==> src/rtl/symbol_table_define_lookup_unit_defines.svh <==
// Assertion macros shared by the symbol table RTL.
`ifndef SYMBOL_TABLE_DEFINE_LOOKUP_UNIT_DEFINES_SVH
`define SYMBOL_TABLE_DEFINE_LOOKUP_UNIT_DEFINES_SVH

// Same-cycle implication, disabled while reset is high.
`define STDL_ASSERT_IMPL(name, clk, rst, ante, cons) \
  name: assert property (@(posedge clk) disable iff (rst) (ante) |-> (cons)) \
    else $error("symbol table: same-cycle check failed");

// Next-cycle implication, disabled while reset is high.
`define STDL_ASSERT_NEXT(name, clk, rst, ante, cons) \
  name: assert property (@(posedge clk) disable iff (rst) (ante) |=> (cons)) \
    else $error("symbol table: next-cycle check failed");

`endif

==> src/rtl/stdl_pkg.sv <==
`default_nettype none

package stdl_pkg;

  localparam int CMD_W    = 2;
  localparam int NAME_W   = 64;
  localparam int LEN_W    = 6;
  localparam int VALUE_W  = 16;
  localparam int KIND_W   = 8;
  localparam int STATUS_W = 3;
  localparam int INDEX_W  = 6;

  // Bytes of a name that are kept in the key.
  localparam int KEY_BYTES = 8;

  typedef enum logic [CMD_W-1:0] {
    CMD_SEARCH_IDENT = 2'd0,
    CMD_SEARCH_LABEL = 2'd1,
    CMD_DEFINE_IDENT = 2'd2,
    CMD_DEFINE_LABEL = 2'd3
  } cmd_t;

  typedef enum logic [STATUS_W-1:0] {
    ST_OK        = 3'd0,
    ST_NOT_FOUND = 3'd1,
    ST_REDEFINED = 3'd2,
    ST_FULL      = 3'd3,
    ST_TOO_LONG  = 3'd4
  } status_t;

  // Controller to datapath.
  typedef struct packed {
    logic load;       // capture the incoming word
    logic clear;      // restart the table scan
    logic step;       // advance the table scan by one entry
    logic tbl_label;  // scan works on the label table
    logic finish;     // decide, write the entry, load the result register
  } ctrl_cmd_t;

  // Datapath to controller.
  typedef struct packed {
    logic scan_done;
    logic hit;
    logic search_only;  // held command is a search of the identifier table
    logic out_free;
  } dp_stat_t;

endpackage

`default_nettype wire

==> src/rtl/stdl_ctrl.sv <==
`default_nettype none

`include "symbol_table_define_lookup_unit_defines.svh"

module stdl_ctrl (
  input  wire logic                clk,
  input  wire logic                rst,
  input  wire logic                req_valid,
  input  wire stdl_pkg::cmd_t      req_cmd,
  output logic                     req_ready,
  input  wire stdl_pkg::dp_stat_t  stat,
  output stdl_pkg::ctrl_cmd_t      ctl
);

  typedef enum logic [1:0] {
    IDLE,
    SCAN_IDENT,
    SCAN_LABEL,
    FINISH
  } state_t;

  state_t state;

  assign req_ready = (state == IDLE);

  always_comb begin
    ctl = '0;
    unique case (state)
      IDLE: begin
        ctl.load  = req_valid;
        ctl.clear = req_valid;
      end
      SCAN_IDENT: begin
        if (!stat.scan_done) begin
          ctl.step = 1'b1;
        end else if (!stat.search_only && !stat.hit) begin
          // A define found no duplicate among identifiers: labels are next.
          ctl.clear = 1'b1;
        end
      end
      SCAN_LABEL: begin
        ctl.tbl_label = 1'b1;
        ctl.step      = !stat.scan_done;
      end
      FINISH: begin
        ctl.finish = stat.out_free;
      end
      default: begin
        ctl = '0;
      end
    endcase
  end

  always_ff @(posedge clk) begin
    if (rst) begin
      state <= IDLE;
    end else begin
      unique case (state)
        IDLE: begin
          if (req_valid) begin
            state <= (req_cmd == stdl_pkg::CMD_SEARCH_LABEL) ? SCAN_LABEL : SCAN_IDENT;
          end
        end
        SCAN_IDENT: begin
          if (stat.scan_done) begin
            state <= (stat.search_only || stat.hit) ? FINISH : SCAN_LABEL;
          end
        end
        SCAN_LABEL: begin
          if (stat.scan_done) begin
            state <= FINISH;
          end
        end
        FINISH: begin
          if (stat.out_free) begin
            state <= IDLE;
          end
        end
        default: begin
          state <= IDLE;
        end
      endcase
    end
  end

  `STDL_ASSERT_NEXT(a_finish_to_idle, clk, rst, ctl.finish, state == IDLE)
  `STDL_ASSERT_NEXT(a_load_to_scan, clk, rst, ctl.load, state == SCAN_IDENT || state == SCAN_LABEL)
  `STDL_ASSERT_NEXT(a_rescan_is_label, clk, rst, ctl.clear && !ctl.load, state == SCAN_LABEL)

endmodule

`default_nettype wire

==> config.mk <==
export PLATFORM = sky130hd
export DESIGN_NAME = stdl_ctrl
export DESIGN_NICKNAME = d
export VERILOG_FILES = /design/src/rtl/stdl_pkg.sv /design/src/rtl/stdl_ctrl.sv
export VERILOG_INCLUDE_DIRS = /design/src /design/src/rtl
export SDC_FILE = /design/constraint.sdc
export NUM_CORES = 1
export LEC_CHECK = 0
export BUFFER_PORTS_ARGS = -buffer_cell sky130_fd_sc_hd__buf_4
export CORE_AREA = 4 4 41 43
export DETAILED_ROUTE_END_ITERATION = 10
export DIE_AREA = 0 0 45 47
export GPL_TIMING_DRIVEN = 0
export PLACE_DENSITY = 0.5
export REMOVE_ABC_BUFFERS = 1
export SYNTH_ARGS = -nofsm -noshare
export SYNTH_HDL_FRONTEND = slang
export SYNTH_SLANG_ARGS = --single-unit
==> constraint.sdc <==
create_clock -name clk -period 4.1 [get_ports clk]
set_clock_uncertainty 0.05 [all_clocks]
set_input_delay 0.41 -clock clk [delete_from_list [all_inputs] [get_ports clk]]
set_output_delay 0.41 -clock clk [all_outputs]
set_load 0.005 [all_outputs]
=== After elaboration in Yosys (flattened, before gate mapping) ===
Cells that the tools add are included.

* Memories kept: 0
* Bits of input ports: 9
* Flip-flop bits (word level): 2
* Bits in read-only memories: 0
* Output and inout bits: 6
* Memory bits (writable): 0
* Logic and storage cells: 31
* Bits in latches: 0

* Magnitude comparators: 0
* Muxes and demuxes: 15
* Bitwise operators: 0
* Divide/modulo/power cells: 0
* Reductions and logical operators: 7
* Equal/unequal tests: 8
* $mul: 0
* Shift-type cells: 0
* $add $sub $neg: 0

{| class="wikitable"
|+ Operators by type and width
! operator !! count
|-
| $mux 2 || 5
|-
| $ne 2x2->1 const B || 4
|-
| $pmux 2 s4 || 1
|-
| $mux 1 || 7
|-
| $eq 2x1->1 const B || 2
|-
| $eq 2x2->1 const B || 2
|-
| $pmux 1 s2 || 2
|-
| $reduce_and 4->1 || 1
|-
| $logic_not 1->1 || 3
|-
| $logic_not 2->1 || 1
|-
| $logic_and 1x1->1 || 1
|-
| $logic_or 1x1->1 || 1
|}

=== Logic depth before layout (Yosys ltp) ===
* Word-level depth: 5
* Depth in mapped cells: 5
* Mapped depth without buffers: 5

=== Worst setup path after synthesis ===
No wires, ideal clock.

* Kind: register -> register
* From: reg state[0]
* To: reg state[1]
* Data arrival time: 1.470 ns
* Required time: 3.934 ns
* Clock period less this slack: 1.636 ns
* Buffers on the path: 0
* Library setup time: 0.116 ns
* Stages on the path, launching flop included: 6
* Path slack: 2.464 ns
* Cells stage by stage: dfxtp_1 -> inv_1 -> ha_1 -> o21ba_1 -> or3_1 -> o211a_1

* Cells in the longest elaborated chain, start to end: 3
* Elaborated cells between the ends (all ways): 10
* Those cells by class: 7 x eq/ne; 1 x mux; 2 x reduce/logical

{| class="wikitable"
|+ RTL lines
! what !! RTL line !! text
|-
| start: declaration || stdl_ctrl.sv:22 || <nowiki>state_t state;</nowiki>
|-
| start signal: assignment || stdl_ctrl.sv:61 || <nowiki>state <= (req_cmd == stdl_pkg::CMD_SEARCH_LABEL) ? SCAN_LABEL : SCAN_IDENT;</nowiki>
|-
| start signal: assignment || stdl_ctrl.sv:66 || <nowiki>state <= (stat.search_only || stat.hit) ? FINISH : SCAN_LABEL;</nowiki>
|-
| $eq 2x1->1, or another cell as far along || stdl_ctrl.sv:58 || <nowiki>unique case (state)</nowiki>
|-
| $ne 2x2->1 (no line) || - ||
|-
| $reduce_and 4->1 (no line) || - ||
|}

Several ways; a longest one is shown, not always the timed one.
A chain may end at the register's enable or synchronous reset.

==> impl_metrics.json <==
{
  "synth_common_cells": "ha_1 (5), inv_1 (4), and2_1 (3)",
  "cts_inserted_buffers": 3,
  "synth_top_cell_by_area": "ha_1",
  "clk_latency_ns": 0.22,
  "drv_cap": 0,
  "die_y_um": 47,
  "drc": 0,
  "io_buffers": 14,
  "crit_slowest_cell": "dfxtp_1",
  "power_density_nw_per_um2": 486,
  "final.setup.tns_ns": 0,
  "drv_slew": 0,
  "drtPass1Iterations": 2,
  "hold_path_class": "in2reg",
  "die_width_um": 45,
  "worst_slew_pin_slew_ns": 0.315,
  "antenna_found_initial": 0,
  "grt_pass1_vias": 253,
  "routed_via_density": 4.21,
  "cp.arrival_ns": 1.46,
  "dp_slack_ns": 2.34,
  "p_leak_nw": 0.221,
  "first_iter_violations": 3,
  "path_cells": "inv_1 -> ha_1 -> o21ba_1 -> and2_1 -> buf_4",
  "dieArea_um2": 2120,
  "hold_viol_final": 0,
  "cts-root-buf": "clkbuf_4",
  "ys_ff_latch": 2,
  "nNetsFinal": 63,
  "setup_ws_ns": 2.18,
  "clockBufferDepth": 2,
  "vdd_drop_max_uv": 157,
  "fillCellCount": 156,
  "postCtsResizedCells": 0,
  "grt-ovfl-total": 0,
  "grt_use_total_pct": 6.71,
  "area_growth_pct": 57.6,
  "design.portCount": 15,
  "wirelength_um": 570,
  "cp-start-kind": "flip-flop",
  "path_clk_slew_ns": 0.03,
  "rows": 13,
  "h-tree-depth": 1,
  "yosysTopAreaCellShare_pct": 24.6,
  "worst-path-max-fanout": 5,
  "seq_area_frac_synth_pct": 15.8,
  "outcome": "finished, final reports clean",
  "start_util_pct": 19.5,
  "synthTopCellsByArea": "ha_1 (25%), dfxtp_1 (16%), and2_1 (7.4%)",
  "yosys_warnings": 0,
  "clock-sinks": 2,
  "finalCritPeriodShare_pct": 46.8,
  "wl_per_cell_um": 9.19,
  "cpPeakStageDelay_ns": 0.40,
  "vias": 261,
  "grt_pass1_wl_um": 993,
  "path_class": "reg2out",
  "finalCoreUtilization_pct": 30.8,
  "gp_congestion": 0.702,
  "slew_headroom_pct": 78.7,
  "postSynthCellCount": 30,
  "largest_reg_flops": 2,
  "cp.buffers_inverters": 2,
  "tritoncts": "done",
  "synth_cell_type_count": 19,
  "synth-edff-count": 0,
  "drtAntennaViolNets": 0,
  "synthMostInstantiatedCell": "ha_1",
  "critical_path.top_delay_family": "flip-flops",
  "antenna_cells": 0,
  "synth_area_um2": 254,
  "cts_setup_buffers": 0,
  "synth_async_sr_flop_share_pct": 0,
  "hold_buffers": 0,
  "syn_area_per_cell_um2": 8.47,
  "grt_max_degree": 7,
  "final-setup-viol-count": 0,
  "critPathCaptureType": "output pin",
  "critPathRequiredTime_ns": 3.64,
  "fmax_mhz": 521,
  "drive_above_1_share_pct": 38.3,
  "synthFlopType": "dfxtp_1",
  "reg_top3": "state: 2 flops",
  "min_period_ns": 1.92,
  "power_w": 0.000195,
  "core_um2": 1300,
  "rsz0062_at_grt": "false",
  "regMostFlops": "state"
}
## metal layers
layer,wire length [um],GRT usage [%],vias up
met5,0,0,-
met4,0,3.51,0
met3,89,3.83,0
met2,206,8.47,12
met1,274,8.84,108
li1,-,-,141
## placed cells by master, fill, tap and decap left out
| cell type | instances |
|---|---|
| a22oi_1 | 1 |
| o32ai_1 | 1 |
| o21ba_1 | 1 |
| mux2i_1 | 1 |
| nor2b_1 | 1 |
| or3_1 | 1 |
| o21ai_0 | 1 |
| nor2_1 | 1 |
| and2_1 | 3 |
| o2111ai_1 | 1 |
| nand2b_1 | 2 |
| inv_1 | 4 |
| and2b_2 | 1 |
| o211a_1 | 1 |
| clkbuf_4 | 3 |
| nand2_1 | 1 |
| nor4b_1 | 1 |
| buf_4 | 14 |
| dfxtp_1 | 2 |
| o31ai_1 | 1 |
| ha_1 | 5 |
## worst register-to-register path, delay by kind of cell (launching register included)
kind                       cells  cell delay [ns]
DFF                            1             0.40
buffers and inverters          1             0.10
adders and majority gates      1             0.23
and+or+nand+nor                1             0.40
AOI/OAI and AO/OA              2             0.48
## metrics by stage
stage               cell area, um^2  instances  hold WS (ns)
floorplan                       254         30         0.441
global placement                378         59         0.494
detailed placement              378         59         0.484
CTS                             400         62         0.345
global route                    400         62         0.353
finish                          400         62         0.353
## worst paths after layout
check | endpoint | slack (ns) | from | cells after the start
hold / removal | state[0] | 0.35 | rst | 2
setup reg to reg | state[0] | 2.34 | state[0] | 5
hold reg to reg | state[0] | 0.48 | state[0] | 2
setup / recovery | ctl[2] | 2.18 | state[0] | 5
## cell families (layout without fill, tap and decap cells)
kind of cell | count (synthesis) | after routing | synth area share [%]
simple gates | 11 | 11 | 27.1
compound gates | 7 | 7 | 22.7
fa+ha+maj | 5 | 5 | 24.6
buf+inv | 4 | 21 | 5.91
flops | 2 | 2 | 15.8
mux | 1 | 1 | 3.94
## final cells by class
cell class	instances	area (um^2)	share of cell area [%]
sequential	2	40.0	10.0
tap	15	18.8	4.69
clock buffer	3	22.5	5.62
timing repair buffer	14	105	26.3
inverter	4	15.0	3.75
multi-input combinational	24	199	49.7
## report_power, final
group	internal [W]	leakage (nW)	switching (W)	total, W
combinational	0.0000640	0.191	0.0000536	0.000118
sequential	0.0000266	0.0166	0.00000820	0.0000348
clock	0.0000322	0.0138	0.0000101	0.0000423
Note: power is estimated with default switching activity, not from simulation.
